==> src/hw/rtl/hotkey_chord_matcher_defines.svh <==
`ifndef HOTKEY_CHORD_MATCHER_DEFINES_SVH
`define HOTKEY_CHORD_MATCHER_DEFINES_SVH

// Same-cycle implication, checked on clk outside reset.
`define HCM_ASSERT_NOW(lbl, ante, cons, msg) \
	lbl: assert property (@(posedge clk) disable iff (!arst_n) (ante) |-> (cons)) else $error(msg);

// Next-cycle implication, checked on clk outside reset.
`define HCM_ASSERT_NEXT(lbl, ante, cons, msg) \
	lbl: assert property (@(posedge clk) disable iff (!arst_n) (ante) |=> (cons)) else $error(msg);

`endif

==> src/hw/rtl/hcm_pkg.sv <==
`default_nettype none

package hcm_pkg;

	localparam int TABLE_DEPTH = 128;
	localparam int IDX_W       = $clog2(TABLE_DEPTH);
	localparam int CNT_W       = $clog2(TABLE_DEPTH + 1);

	typedef enum logic [1:0] {
		OP_LOOKUP = 2'd0,
		OP_BIND   = 2'd1,
		OP_REBIND = 2'd2,
		OP_FIND   = 2'd3
	} hcm_op_t;

	// Register map of the configuration port; the last one lies past the list.
	typedef enum logic [1:0] {
		REG_LEADER_KEY  = 2'd0,
		REG_LEADER_MODS = 2'd1,
		REG_GOTO_CODE   = 2'd2,
		REG_SPARE       = 2'd3
	} hcm_reg_t;

	localparam logic [5:0] MOD_CTRL  = 6'd1;
	localparam logic [5:0] MOD_SHIFT = 6'd2;
	localparam logic [5:0] MOD_CTRL_SHIFT = 6'd3;

	localparam logic [8:0] KEY_MODS_LO = 9'd340;
	localparam logic [8:0] KEY_MODS_HI = 9'd347;
	localparam logic [8:0] KEY_CAPS    = 9'd280;
	localparam logic [8:0] KEY_NUM     = 9'd282;
	localparam logic [8:0] KEY_KP_0    = 9'd320;
	localparam logic [8:0] KEY_KP_9    = 9'd329;
	localparam logic [8:0] KEY_0       = 9'd48;
	localparam logic [8:0] KEY_9       = 9'd57;
	localparam logic [8:0] KEY_A       = 9'd65;
	localparam logic [8:0] KEY_Z       = 9'd90;
	localparam logic [8:0] KEY_LC_A    = 9'd97;
	localparam logic [8:0] KEY_LC_Z    = 9'd122;
	localparam logic [8:0] KEY_CASE    = 9'd32;
	localparam logic [8:0] KEY_PERCENT = 9'd37;
	localparam logic [8:0] KEY_DQUOTE  = 9'd34;
	localparam logic [8:0] KEY_PIPE    = 9'd124;
	localparam logic [8:0] KEY_QMARK   = 9'd63;
	localparam logic [8:0] KEY_PLUS    = 9'd43;
	localparam logic [8:0] KEY_5       = 9'd53;
	localparam logic [8:0] KEY_QUOTE   = 9'd39;
	localparam logic [8:0] KEY_BSLASH  = 9'd92;
	localparam logic [8:0] KEY_SLASH   = 9'd47;
	localparam logic [8:0] KEY_EQUAL   = 9'd61;

	typedef struct packed {
		logic [1:0] action;
		logic [8:0] key_code;
		logic [5:0] modifiers;
		logic       needs_prefix;
		logic [5:0] bind_action;
	} hcm_item_t;

	typedef struct packed {
		logic [5:0] result_action;
		logic [3:0] window_number;
		logic       leader_armed;
		logic       found;
		logic [8:0] found_key;
		logic [5:0] found_mods;
		logic       found_prefix;
		logic       dropped;
	} hcm_result_t;

	typedef struct packed {
		logic [8:0] key;
		logic [5:0] mods;
		logic       prefix;
		logic [5:0] act;
	} hcm_entry_t;

	typedef struct packed {
		logic [8:0] key;
		logic [5:0] mods;
	} hcm_chord_t;

	// Fold lower-case letters and shifted punctuation onto their base key.
	function automatic hcm_chord_t hcm_normalise(input logic [8:0] key, input logic [5:0] mods);
		hcm_chord_t c;
		c.key  = key;
		c.mods = mods;
		if (key >= KEY_LC_A && key <= KEY_LC_Z) begin
			c.key = key - KEY_CASE;
		end else if (key == KEY_PERCENT) begin
			c.key = KEY_5;
			c.mods = mods | MOD_SHIFT;
		end else if (key == KEY_DQUOTE) begin
			c.key = KEY_QUOTE;
			c.mods = mods | MOD_SHIFT;
		end else if (key == KEY_PIPE) begin
			c.key = KEY_BSLASH;
			c.mods = mods | MOD_SHIFT;
		end else if (key == KEY_QMARK) begin
			c.key = KEY_SLASH;
			c.mods = mods | MOD_SHIFT;
		end else if (key == KEY_PLUS) begin
			c.key = KEY_EQUAL;
			c.mods = mods | MOD_SHIFT;
		end
		return c;
	endfunction

endpackage

`default_nettype wire

==> src/hw/rtl/hotkey_chord_matcher.sv <==
`default_nettype none

// Hotkey chord matcher. Pulse start with an item while busy is low; the
// block raises busy and later shows exactly one result for a single cycle
// with done high. The receiver cannot stall, so sample result whenever done
// is high. Lookups of bare modifier keys, the leader chord and leader plus
// digit finish without a table walk, and a bind appends straight to the
// table. Every other item walks the binding table through one memory with
// a write port and a registered read port, one entry at a time (address,
// then compare on the registered read). A rebind walks the table twice and
// copies the last entry into the hole for each removed entry, then appends
// the new binding. The table needs no clearing after reset: only entries
// below the fill count are ever used. Configuration sits behind an
// APB-style port at byte addresses 0 (leader key), 4 (leader modifier bits)
// and 8 (goto action code); write only while busy is low. Writing the
// leader key (nonzero) or the leader modifier bits disarms the leader; a
// leader key write of zero is ignored.
module hotkey_chord_matcher (
	input  wire logic                clk,
	input  wire logic                arst_n,
	input  wire logic                start,
	output logic                     busy,
	input  wire hcm_pkg::hcm_item_t  item,
	output logic                     done,
	output hcm_pkg::hcm_result_t     result,
	input  wire logic                psel,
	input  wire logic                penable,
	input  wire logic                pwrite,
	input  wire logic [3:0]          paddr,
	input  wire logic [31:0]         pwdata,
	output logic [31:0]              prdata,
	output logic                     pready
);
	import hcm_pkg::*;

	typedef enum logic [6:0] {
		S_IDLE   = 7'b0000001,
		S_RD     = 7'b0000010,
		S_CHK    = 7'b0000100,
		S_MVRD   = 7'b0001000,
		S_MVWR   = 7'b0010000,
		S_APPEND = 7'b0100000,
		S_DONE   = 7'b1000000
	} state_t;

	state_t      state_q;
	hcm_item_t   item_q;       // chord already normalised for bind and rebind
	logic        pre_q;        // lookup scans prefix entries (leader was armed)
	logic        phase_q;      // rebind: 0 remove by action, 1 remove by chord
	logic [CNT_W-1:0] idx_q;
	logic [CNT_W-1:0] cnt_q;
	logic        armed_q;
	logic [3:0]  win_q;
	logic        fb_q;         // Ctrl+Shift letter fallback seen
	logic [5:0]  fb_act_q;
	logic [5:0]  res_act_q;
	logic        found_q;
	hcm_entry_t  found_ent_q;
	logic        drop_q;
	logic [8:0]  leader_key_q;
	logic [5:0]  lead_mods_q;
	logic [5:0]  goto_code_q;

	hcm_entry_t  bind_mem [TABLE_DEPTH];
	hcm_entry_t  ent_q;
	logic             mem_we;
	logic [IDX_W-1:0] mem_waddr;
	logic [IDX_W-1:0] mem_raddr;
	hcm_entry_t       mem_wdata;
	logic [CNT_W-1:0] last_idx;

	// Input decode: the lookup cases that skip the table walk, and the folded chord.
	logic        bare_mod;
	logic        leader_hit;
	logic        is_digit;
	logic [3:0]  digit;
	logic        digit_sel;
	logic        scan_pre;
	hcm_chord_t  norm;
	hcm_item_t   item_in;
	logic        cfg_wr;

	// Shared entry compare.
	logic [5:0]  eff_mods;
	logic        hit_prefix;
	logic        hit_exact;
	logic        hit_fb;
	logic        hit_act;
	logic        hit_chord;
	logic        hit_remove;
	logic        chk_stop;
	logic        chk_hold;

	assign busy   = (state_q != S_IDLE);
	assign done   = (state_q == S_DONE);
	assign pready = 1'b1;
	assign cfg_wr = psel && penable && pwrite;

	assign bare_mod = (item.key_code >= KEY_MODS_LO && item.key_code <= KEY_MODS_HI) ||
		item.key_code == KEY_CAPS || item.key_code == KEY_NUM;
	assign leader_hit = (item.key_code == leader_key_q) && (item.modifiers == lead_mods_q);
	assign norm = hcm_normalise(item.key_code, item.modifiers);

	always_comb begin
		digit    = 4'd0;
		is_digit = 1'b0;
		if (item.key_code >= KEY_0 && item.key_code <= KEY_9) begin
			digit    = 4'(item.key_code - KEY_0);
			is_digit = 1'b1;
		end else if (item.key_code >= KEY_KP_0 && item.key_code <= KEY_KP_9) begin
			digit    = 4'(item.key_code - KEY_KP_0);
			is_digit = 1'b1;
		end
	end

	// Armed lookup: a digit with no modifiers beyond the leader's picks a
	// window, any other key but a bare modifier or the leader scans the prefix entries.
	assign digit_sel = item.action == OP_LOOKUP && !bare_mod && !leader_hit && armed_q &&
		is_digit && (item.modifiers & ~lead_mods_q) == 6'd0;
	assign scan_pre  = item.action == OP_LOOKUP && !bare_mod && !leader_hit && armed_q &&
		!digit_sel;

	// Bind and rebind store the folded chord.
	always_comb begin
		item_in = item;
		if (item.action == OP_BIND || item.action == OP_REBIND) begin
			item_in.key_code  = norm.key;
			item_in.modifiers = norm.mods;
		end
	end

	always_comb begin
		eff_mods = item_q.modifiers & ~lead_mods_q;
		if (!ent_q.mods[1] && ent_q.key >= KEY_A && ent_q.key <= KEY_Z) begin
			eff_mods = eff_mods & ~MOD_SHIFT;
		end
	end

	assign hit_prefix = ent_q.prefix && ent_q.key == item_q.key_code &&
		(ent_q.mods == item_q.modifiers || ent_q.mods == eff_mods);
	assign hit_exact  = !ent_q.prefix && ent_q.key == item_q.key_code &&
		ent_q.mods == item_q.modifiers;
	assign hit_fb     = (item_q.modifiers & MOD_CTRL_SHIFT) == MOD_CTRL_SHIFT &&
		item_q.key_code >= KEY_A && item_q.key_code <= KEY_Z &&
		!ent_q.prefix && ent_q.key == item_q.key_code && ent_q.mods == MOD_CTRL_SHIFT;
	assign hit_act    = ent_q.act == item_q.bind_action;
	assign hit_chord  = ent_q.key == item_q.key_code && ent_q.mods == item_q.modifiers &&
		ent_q.prefix == item_q.needs_prefix;
	assign hit_remove = phase_q ? hit_chord : hit_act;

	// Stop the walk on a firing entry or a found action; hold the index on a removal.
	always_comb begin
		case (item_q.action)
			OP_LOOKUP: chk_stop = pre_q ? hit_prefix : hit_exact;
			OP_FIND:   chk_stop = hit_act;
			default:   chk_stop = 1'b0;
		endcase
	end
	assign chk_hold = (item_q.action == OP_REBIND) && hit_remove;

	// Table port: read the scan index, or the last entry when filling a hole.
	assign last_idx  = CNT_W'(cnt_q - 1'b1);
	assign mem_raddr = (state_q == S_MVRD) ? last_idx[IDX_W-1:0] : idx_q[IDX_W-1:0];

	always_comb begin
		mem_we    = 1'b0;
		mem_waddr = idx_q[IDX_W-1:0];
		mem_wdata = ent_q;
		if (state_q == S_MVWR) begin
			mem_we = 1'b1;
		end else if (state_q == S_APPEND && cnt_q < CNT_W'(TABLE_DEPTH)) begin
			mem_we           = 1'b1;
			mem_waddr        = cnt_q[IDX_W-1:0];
			mem_wdata.key    = item_q.key_code;
			mem_wdata.mods   = item_q.modifiers;
			mem_wdata.prefix = item_q.needs_prefix;
			mem_wdata.act    = item_q.bind_action;
		end
	end

	always_ff @(posedge clk) begin
		if (mem_we) begin
			bind_mem[mem_waddr] <= mem_wdata;
		end
		ent_q <= bind_mem[mem_raddr];
	end

	always_comb begin
		result.result_action = res_act_q;
		result.window_number = win_q;
		result.leader_armed  = armed_q;
		result.found         = found_q;
		result.found_key     = found_ent_q.key;
		result.found_mods    = found_ent_q.mods;
		result.found_prefix  = found_ent_q.prefix;
		result.dropped       = drop_q;
	end

	always_comb begin
		unique case (paddr[3:2])
			REG_LEADER_KEY:  prdata = 32'(leader_key_q);
			REG_LEADER_MODS: prdata = 32'(lead_mods_q);
			REG_GOTO_CODE:   prdata = 32'(goto_code_q);
			default:         prdata = 32'd0;
		endcase
	end

	always_ff @(posedge clk or negedge arst_n) begin
		if (!arst_n) begin
			state_q       <= S_IDLE;
			cnt_q         <= '0;
			armed_q       <= 1'b0;
			win_q         <= 4'd0;
			leader_key_q  <= 9'd66;
			lead_mods_q   <= 6'd1;
			goto_code_q   <= 6'd1;
			idx_q         <= '0;
			phase_q       <= 1'b0;
			pre_q         <= 1'b0;
			fb_q          <= 1'b0;
		end else begin
			// Register writes; a zero leader key is ignored.
			if (cfg_wr) begin
				unique case (paddr[3:2])
					REG_LEADER_KEY: begin
						if (pwdata[8:0] != 9'd0) begin
							leader_key_q <= pwdata[8:0];
							armed_q      <= 1'b0;
						end
					end
					REG_LEADER_MODS: begin
						lead_mods_q <= pwdata[5:0];
						armed_q     <= 1'b0;
					end
					REG_GOTO_CODE: goto_code_q <= pwdata[5:0];
					default: ;
				endcase
			end

			unique case (state_q)
				S_IDLE: begin
					if (start) begin
						item_q      <= item_in;
						idx_q       <= '0;
						phase_q     <= 1'b0;
						pre_q       <= scan_pre;
						fb_q        <= 1'b0;
						res_act_q   <= digit_sel ? goto_code_q : 6'd0;
						found_q     <= 1'b0;
						found_ent_q <= '0;
						drop_q      <= 1'b0;
						case (item.action)
							OP_LOOKUP: begin
								if (bare_mod) begin
									state_q <= S_DONE;
								end else if (leader_hit) begin
									armed_q <= ~armed_q;
									state_q <= S_DONE;
								end else if (armed_q) begin
									// Armed: disarm whatever follows.
									armed_q <= 1'b0;
									if (digit_sel) begin
										win_q   <= digit;
										state_q <= S_DONE;
									end else begin
										state_q <= S_RD;
									end
								end else begin
									state_q <= S_RD;
								end
							end
							OP_BIND, OP_REBIND: begin
								state_q <= (item.action == OP_BIND) ? S_APPEND : S_RD;
							end
							default: state_q <= S_RD;
						endcase
					end
				end
				S_RD: begin
					if (idx_q >= cnt_q) begin
						// End of the walk.
						case (item_q.action)
							OP_LOOKUP: begin
								if (fb_q) begin
									res_act_q <= fb_act_q;
								end
								state_q <= S_DONE;
							end
							OP_REBIND: begin
								idx_q   <= '0;
								phase_q <= 1'b1;
								state_q <= phase_q ? S_APPEND : S_RD;
							end
							default: state_q <= S_DONE;
						endcase
					end else begin
						state_q <= S_CHK;
					end
				end
				S_CHK: begin
					// Hold the index on a removal and fill the hole from the end.
					state_q <= chk_stop ? S_DONE : (chk_hold ? S_MVRD : S_RD);
					if (!chk_hold) begin
						idx_q <= CNT_W'(idx_q + 1'b1);
					end
					case (item_q.action)
						OP_LOOKUP: begin
							if (chk_stop) begin
								res_act_q <= ent_q.act;
							end else if (!pre_q && hit_fb && !fb_q) begin
								fb_q     <= 1'b1;
								fb_act_q <= ent_q.act;
							end
						end
						OP_FIND: begin
							if (chk_stop) begin
								found_q     <= 1'b1;
								found_ent_q <= ent_q;
							end
						end
						default: ;
					endcase
				end
				S_MVRD: state_q <= S_MVWR;
				S_MVWR: begin
					cnt_q   <= last_idx;
					state_q <= S_RD;
				end
				S_APPEND: begin
					if (cnt_q < CNT_W'(TABLE_DEPTH)) begin
						cnt_q <= CNT_W'(cnt_q + 1'b1);
					end else begin
						drop_q <= 1'b1;
					end
					state_q <= S_DONE;
				end
				S_DONE: state_q <= S_IDLE;
				default: state_q <= S_IDLE;
			endcase
		end
	end

	`include "hotkey_chord_matcher_defines.svh"

	`HCM_ASSERT_NOW(a_cnt_bound, 1'b1, cnt_q <= CNT_W'(TABLE_DEPTH), "entry count beyond table depth")
	`HCM_ASSERT_NEXT(a_accept_busy, start && !busy, busy, "accepted item did not raise busy")
	`HCM_ASSERT_NEXT(a_done_idle, done, !busy, "block not idle after result")
	`HCM_ASSERT_NOW(a_move_inside, state_q == S_MVWR, idx_q < cnt_q, "hole fill outside table")
	`HCM_ASSERT_NOW(a_drop_op, done && result.dropped, item_q.action == OP_BIND || item_q.action == OP_REBIND, "drop flagged on lookup or find")

endmodule

`default_nettype wire
==> config.mk <==
export PLATFORM = sky130hd
export DESIGN_NAME = hotkey_chord_matcher
export DESIGN_NICKNAME = d
export VERILOG_FILES = /design/src/hw/rtl/hcm_pkg.sv /design/src/hw/rtl/hotkey_chord_matcher.sv
export VERILOG_INCLUDE_DIRS = /design/src /design/src/hw/rtl
export SDC_FILE = /design/constraint.sdc
export NUM_CORES = 2
export LEC_CHECK = 0
export BUFFER_PORTS_ARGS = -buffer_cell sky130_fd_sc_hd__buf_4
export CORE_MARGIN = 10
export CORE_UTILIZATION = 40
export DETAILED_ROUTE_END_ITERATION = 10
export PLACE_DENSITY = 0.57
export SLEW_MARGIN = 10
export SYNTH_ARGS = -nofsm -noshare
export SYNTH_HDL_FRONTEND = slang
export SYNTH_SLANG_ARGS = --single-unit
==> constraint.sdc <==
create_clock -name clk -period 4.25 [get_ports clk]
set_input_delay 0.85 -clock clk [delete_from_list [all_inputs] [get_ports clk]]
set_output_delay 0.85 -clock clk [all_outputs]
set_load 0.005 [all_outputs]
Yosys cells after proc, flatten, opt, wreduce, memory -nomap -nowiden

Memories as Yosys holds them, arrays and structs flattened. A register that Yosys moved wholly into a read port is not among the register bits.
Cells that the tools add are included.

Bits in writable memories: 2816
Register bits: 106
Word-level logic and storage cells: 240
Memories: 1

Memories:

| memory   | depth | width | read ports | clocked after Yosys merged registers in | write ports | RTL line                   | text |
|---|---|---|---|---|---|---|---|
| bind_mem | 128   | 22    | 1          | 1                                       | 1           | hotkey_chord_matcher.sv:64 | `hcm_entry_t bind_mem [TABLE_DEPTH];` |

Bitwise operators: 7
Equal/unequal tests: 43
Magnitude comparators: 14
Muxes and demuxes: 80
Reduce and logical (&&, ||, !) cells: 66
Add/subtract/negate cells: 6

Operators by type and width:

| operator                                                                             | number |
|---|---|
| 22-bit 2-to-1 mux                                                                    | 5 |
| 15-bit 2-to-1 mux                                                                    | 6 |
| 7-bit 2-to-1 mux                                                                     | 11 |
| 6-bit 2-to-1 mux                                                                     | 10 |
| 22-bit one-hot mux with 2 select lines                                               | 1 |
| 7-bit one-hot mux with 6 select lines                                                | 1 |
| 8-bit 2-to-1 mux                                                                     | 5 |
| 9-bit by 6-bit equality test with 1-bit output (second input constant)               | 4 |
| 1-bit logical AND                                                                    | 30 |
| 9-bit by 7-bit greater-or-equal comparator with 1-bit output (second input constant) | 3 |
| 9-bit by 7-bit <= comparator with 1-bit output (second input constant)               | 3 |
| 9-bit one-hot mux with 3 select lines                                                | 1 |
| 1-bit 2-to-1 mux                                                                     | 25 |
| 6-bit equality test                                                                  | 4 |
| 8-bit one-hot mux with 3 select lines                                                | 1 |
| 2-bit inequality test (second input constant)                                        | 11 |
| 5-bit AND reduction                                                                  | 4 |
| 9-bit equality test                                                                  | 2 |
| 9-bit equality test (second input constant)                                          | 2 |
| 9-bit greater-or-equal comparator (second input constant)                            | 2 |
| 9-bit <= comparator (second input constant)                                          | 2 |
| 6-bit one-hot mux with 3 select lines                                                | 1 |
| 8-bit by 1-bit adder with 8-bit output (second input constant)                       | 2 |
| 8-bit one-hot mux with 2 select lines                                                | 1 |
| 42 further kinds                                                                     | 79 |

Logic depth before layout (Yosys ltp)

Word-level depth: 17
Gate-level depth with buffers: 17

Least setup slack after synthesis

OpenSTA, ideal clock, no wires.

Kind: reg2reg
Start point: reg state_q[1]
End point: mem bind_mem[0][10] (netlist name), data pin
Path slack: -0.379 ns
Data required time: 3.739 ns
Buffers on the path: 3
Clock period less this slack: 4.629 ns
Cell stages (with the launch flop): 10
Arrival time: 4.118 ns
Library setup time: 0.511 ns
Cells stage by stage: dfrtp_1 or4_1 nor4b_1 inv_1 nor2_1 clkbuf_1 buf_2 buf_1 nand2_1 nand2_1

RTL lines:

| item                   | RTL line                    | text |
|---|---|---|
| start, declared        | hotkey_chord_matcher.sv:46  | `state_t state_q;` |
| start signal, assigned | hotkey_chord_matcher.sv:273 | `state_q <= (item.action == OP_BIND) ? S_APPEND : S_RD;` |
| start signal, assigned | hotkey_chord_matcher.sv:292 | `state_q <= phase_q ? S_APPEND : S_RD;` |
| start signal, assigned | hotkey_chord_matcher.sv:302 | `state_q <= chk_stop ? S_DONE : (chk_hold ? S_MVRD : S_RD);` |
| end, declared          | hotkey_chord_matcher.sv:64  |  |

Final worst setup path

Start point: reg cnt_q[0]
End point: reg, netlist name ent_q[11]

Longest elaborated chain between the ends: 2

Ends and longest elaborated chain:

| item                                        | RTL line                    | text |
|---|---|---|
| start, declared                             | hotkey_chord_matcher.sv:51  | `logic [CNT_W-1:0] cnt_q;` |
| start signal, assigned                      | hotkey_chord_matcher.sv:326 | `cnt_q <= last_idx;` |
| start signal, assigned                      | hotkey_chord_matcher.sv:331 | `cnt_q <= CNT_W'(cnt_q + 1'b1);` |
| 8-bit by 1-bit subtractor with 8-bit output | hotkey_chord_matcher.sv:162 | `assign last_idx = CNT_W'(cnt_q - 1'b1);` |
| 7-bit 2-to-1 mux                            | hotkey_chord_matcher.sv:163 | `assign mem_raddr = (state_q == S_MVRD) ? last_idx[IDX_W-1:0] : idx_q[IDX_W-1:0];` |

No other way between the ends.
A chain may end at the register's enable or synchronous reset.

==> results by stage <==
Yosys:
- In this run the cell area of the synthesized design comes to 118,000 µm².
- The synthesized netlist contains 94 unique library cells.
- For this run, the number of Yosys warnings is 0.
- Counting flops and latches in the post-synthesis netlist gives 2,944.
- By count the netlist is led by 2,870 x sky130_fd_sc_hd__edfxtp_1, 1,212 x sky130_fd_sc_hd__nand2_1, 358 x sky130_fd_sc_hd__mux2i_1.
- The cell with the most instances after synthesis is sky130_fd_sc_hd__edfxtp_1.
- After synthesis, the cell types taking the most area are sky130_fd_sc_hd__edfxtp_1 73%, sky130_fd_sc_hd__nand2_1 3.8%, sky130_fd_sc_hd__mux2i_1 3.0%.
- The synthesized design spends more area on one cell type than any other, namely sky130_fd_sc_hd__edfxtp_1.
- The share of flip-flops with an asynchronous set or reset after synthesis is 1.77%.
- For this run, the leading register cell type out of synthesis is sky130_fd_sc_hd__edfxtp_1.
- The sequential element share of the synthesized area is 74.3%.
- The synthesized netlist cell count is 8,016.
- In this run the mean area of a mapped cell was 14.8 µm².
- Counting flops with a built-in enable in the synthesized netlist gives 2,870.
- The proportion of netlist area held by the largest area contributor is 72.8%.

Clocking:
- The number of sinks on the clock net is 2,944.
- The CTS tree is done.
- The root buffer selected by CTS is sky130_fd_sc_hd__clkbuf_16.
- The count of hold buffers inserted by post-cts repair is 0.
- The clock latency at the later pin of the worst-skew pair is 0.93 ns.
- Clock-pin slew was measured on the worst setup and hold paths at 0.07 ns.
- The clock passes through at most 4 buffers.
- The maximum level of the CTS H-tree is 5.
- Clock tree synthesis inserted a total of 316 buffers.

GRT:
- Global routing consumed, on the met1 layer, 31.8% of the routing resources.
- The first-pass GRT wire length is 526,000 µm.
- The layer flagged by global routing as most heavily used is met2.
- For this run, the total global-route usage over all layers was measured as 22.4%.
- The global-route congestion overflow total is 0.
- Entering global routing, the biggest net connects 129 pins.
- Global routing consumed, on the met3 layer, 4.21% of the routing resources.
- The number of antenna violations at the first check in global routing is 24.
- The via count of the first global-routing pass was 72,291.
- The routing usage on met2 is 34.6%.

Floorplanning:
- Row generation in the floorplan step produced 199 rows.
- The starting utilization of the core area is 40.2%.
- The total die area is 318,000 µm².
- The die height is 564 µm.
- The x dimension of the die is 564 µm.
- In this run the count of I/O pins placed on the die edge is 130.
- The area of the core is 294,000 µm².

Routing:
- After detailed routing, the average wire length per cell comes to 29.0 µm.
- The post-detailed-routing wire length is 369,000 µm.
- In this run the remaining antenna-violating nets after routing total 0.
- The average vias per placed instance is 5.94.
- The detailed router placed 75,623 vias in this run.
- The number of optimization iterations in the first detailed-route pass is 5.
- The initial DRC count is 9,568.
- The number of design rule violations left after detail routing is 0.

Worst setup path:
- The sort of element at the start of the critical path is a register.
- The critical setup path kind is register to register.
- STA puts the critical path data arrival time at 5.05 ns.
- The category of the worst setup path capture point is a register.
- At the worst endpoint, the required time is 5.11 ns.
- Of all nets on the critical path, the largest fanout is 69.

Placed design:
- Buffers placed on the I/O ports in this run total 80.
- Routability-driven placement finished with a final weighted congestion of 0.902.
- The placement-stage worst setup slack is -0.145 ns.
- The post-DP HPWL is 226,000 µm.
- The placed instances occupy a cell area of 130,000 µm².
- Once placement completed, the tool counted placed cells totaling 12,143.

Pwr:
- The power per cell area is 512 nW/µm².
- VDD sags by at most 0.000440 V.
- The completed layout was analyzed and its total power is 71,700 µW.
- The leakage dissipation is 0.0484 µW.

Timing:
- For the pin with the worst max-slew slack, the measured transition is 1.04 ns.
- The number of failing hold endpoints at the final stage is 0.
- The worst-case setup margin in the final layout is 0.0649 ns.
- The number of pins exceeding their max-slew limit in the final report is 0.
- Setup violations remaining at the end of the flow were counted as 0.
- The minimum clock period after layout is 4.19 ns.
- The final period utilization is 98.5%.
- For the final database, setup skew stands at 0.0839 ns.
- In this run the tightest slew margin relative to its limit is 30.4%.
- Setup repair after global routing could not meet its margin everywhere.
- Timing would allow up to 239 MHz.

Final layout:
- The final net count is 8,647.
- The area growth from synthesis to final layout is 18.5%.
- Cells fill 47.7% of the core in the end.
- The layout has 24,889 filler cells.
- The count of placed standard cells in the final layout, fillers left out is 12,731.
- The final standard cell area without fillers is 140,000 µm².
- Cells with a size suffix above 1 make up 17.4% of the layout.

Run status:
- The flow ran to the end, and the final reports show no timing, DRC or antenna violations.

Run:
- The reported max-cap violation count is 0.

Min path:
- The worst hold-check path type is input pin to async pin.
metrics by stage:
stage / TNS (ns) / hold slack, ns
CTS: -0.0129 / 0.0652
finish: 0 / 0.109
floorplan: -18.18 / 0.467
global placement: -0.599 / 0.504
detailed placement: -2.50 / 0.513
global route: -0.250 / 0.0871
layout make-up:
| type | count | area, µm² | share of cell area [%] |
|---|---|---|---|
| diodes | 10 | 25.0 | 0.0178 |
| clock buffers | 404 | 8410 | 5.99 |
| clock inverters | 162 | 1570 | 1.12 |
| inverters | 39 | 150 | 0.107 |
| multi-input cells | 4454 | 28700 | 20.5 |
| flip-flops and latches | 2944 | 87900 | 62.7 |
| well taps | 3919 | 4900 | 3.50 |
| repair buffers | 799 | 8520 | 6.08 |
placed cells by master (no fill, tap or decap), types with 69 or more instances in the layout:
| master | synthesis | routed |
|---|---|---|
| sky130_fd_sc_hd__a311oi_1 | 74 | 74 |
| sky130_fd_sc_hd__a22oi_1 | 84 | 84 |
| sky130_fd_sc_hd__nor2_2 | 2 | 121 |
| sky130_fd_sc_hd__a21oi_1 | 178 | 173 |
| sky130_fd_sc_hd__o22ai_1 | 142 | 142 |
| sky130_fd_sc_hd__edfxtp_1 | 2870 | 2870 |
| sky130_fd_sc_hd__a32oi_1 | 69 | 69 |
| sky130_fd_sc_hd__nand3_1 | 293 | 290 |
| sky130_fd_sc_hd__a31oi_1 | 238 | 237 |
| sky130_fd_sc_hd__clkbuf_16 | 0 | 323 |
| sky130_fd_sc_hd__and3_1 | 309 | 308 |
| sky130_fd_sc_hd__clkbuf_1 | 336 | 78 |
| sky130_fd_sc_hd__a211oi_1 | 348 | 343 |
| sky130_fd_sc_hd__o21ai_0 | 148 | 146 |
| sky130_fd_sc_hd__buf_4 | 38 | 594 |
| sky130_fd_sc_hd__mux2i_1 | 358 | 357 |
| sky130_fd_sc_hd__buf_12 | 0 | 194 |
| sky130_fd_sc_hd__nand4_1 | 69 | 69 |
| sky130_fd_sc_hd__nand2_1 | 1212 | 1185 |
flip-flops by register name, indices dropped and copies added (netlist names), 4 cells and up:
register      count
fb_act_q          6
idx_q             8
res_act_q         6
bind_mem       2816
cnt_q             8
item_q           24
result           16
ent_q            22
leader_key_q      9
win_q             4
state_q           7
goto_code_q       6
lead_mods_q       6
per-layer routing:
layer	part of all wire [%]	vias to the layer above
met2	45	3760
met3	9.3	591
met4	3.8	10
li1	-	32478
met5	0.020	-
met1	42	38784
worst paths after layout:
| path | start | depth (start not counted) | to | slack, ns |
|---|---|---|---|---|
| worst max register to register | cnt_q[0] | 14 | ent_q[11] | 0.06 |
| worst max-delay path | cnt_q[0] | 14 | ent_q[11] | 0.06 |
| max in group asynchronous | arst_n | 2 | leader_key_q[2] | 3.60 |
| worst min register to register | cnt_q[7] | 1 | cnt_q[7] | 0.53 |
| min in group clk | item[6] | 1 | item_q[6] | 0.11 |
| worst min-delay path | arst_n | 2 | state_q[4] | 0.11 |
kinds of logic (layout without fill, tap and decap cells):
kind of cell               Yosys count  count (layout)  share of synthesized area, %
AOI/OAI and AO/OA                 1540            1540                          9.13
xor gates and xnor gates            51              51                         0.378
adders and majority gates           27              27                         0.286
buffers and inverters              640            1404                          2.38
DFF                               2944            2944                          74.3
muxes                              440             440                          4.09
other                                2              34                       0.00635
and+or+nand+nor                   2372            2372                          9.41
critical path, cell delays in order, from the launching register on:
cell	delay (ns)
sky130_fd_sc_hd__dfrtp_2	0.40
sky130_fd_sc_hd__inv_1	0.14
sky130_fd_sc_hd__ha_1	0.29
sky130_fd_sc_hd__nor4bb_1	0.17
sky130_fd_sc_hd__and2_1	0.25
sky130_fd_sc_hd__nor2_4	0.42
sky130_fd_sc_hd__buf_4	0.21
sky130_fd_sc_hd__buf_12	0.31
sky130_fd_sc_hd__buf_4	0.31
sky130_fd_sc_hd__nand2_1	0.08
sky130_fd_sc_hd__a31oi_1	0.16
sky130_fd_sc_hd__o22ai_1	0.16
sky130_fd_sc_hd__nor4_1	0.66
sky130_fd_sc_hd__buf_4	0.28
sky130_fd_sc_hd__or4_1	0.13
what timing repair did:
item                       4_1_cts  5_1_grt
gates cloned                     1        1
gates resized for setup          8       40
setup endpoints to repair       59      759
pin swaps                        0        2
setup buffers                    0       10
power by group:
part           total, µW  switching [µW]  internal [µW]
clock network      26700           11400          15300
logic              10400            7380           3060
registers          34600             429          34200
total              71700           19200          52600
Power figures use the tool's default switching activity.
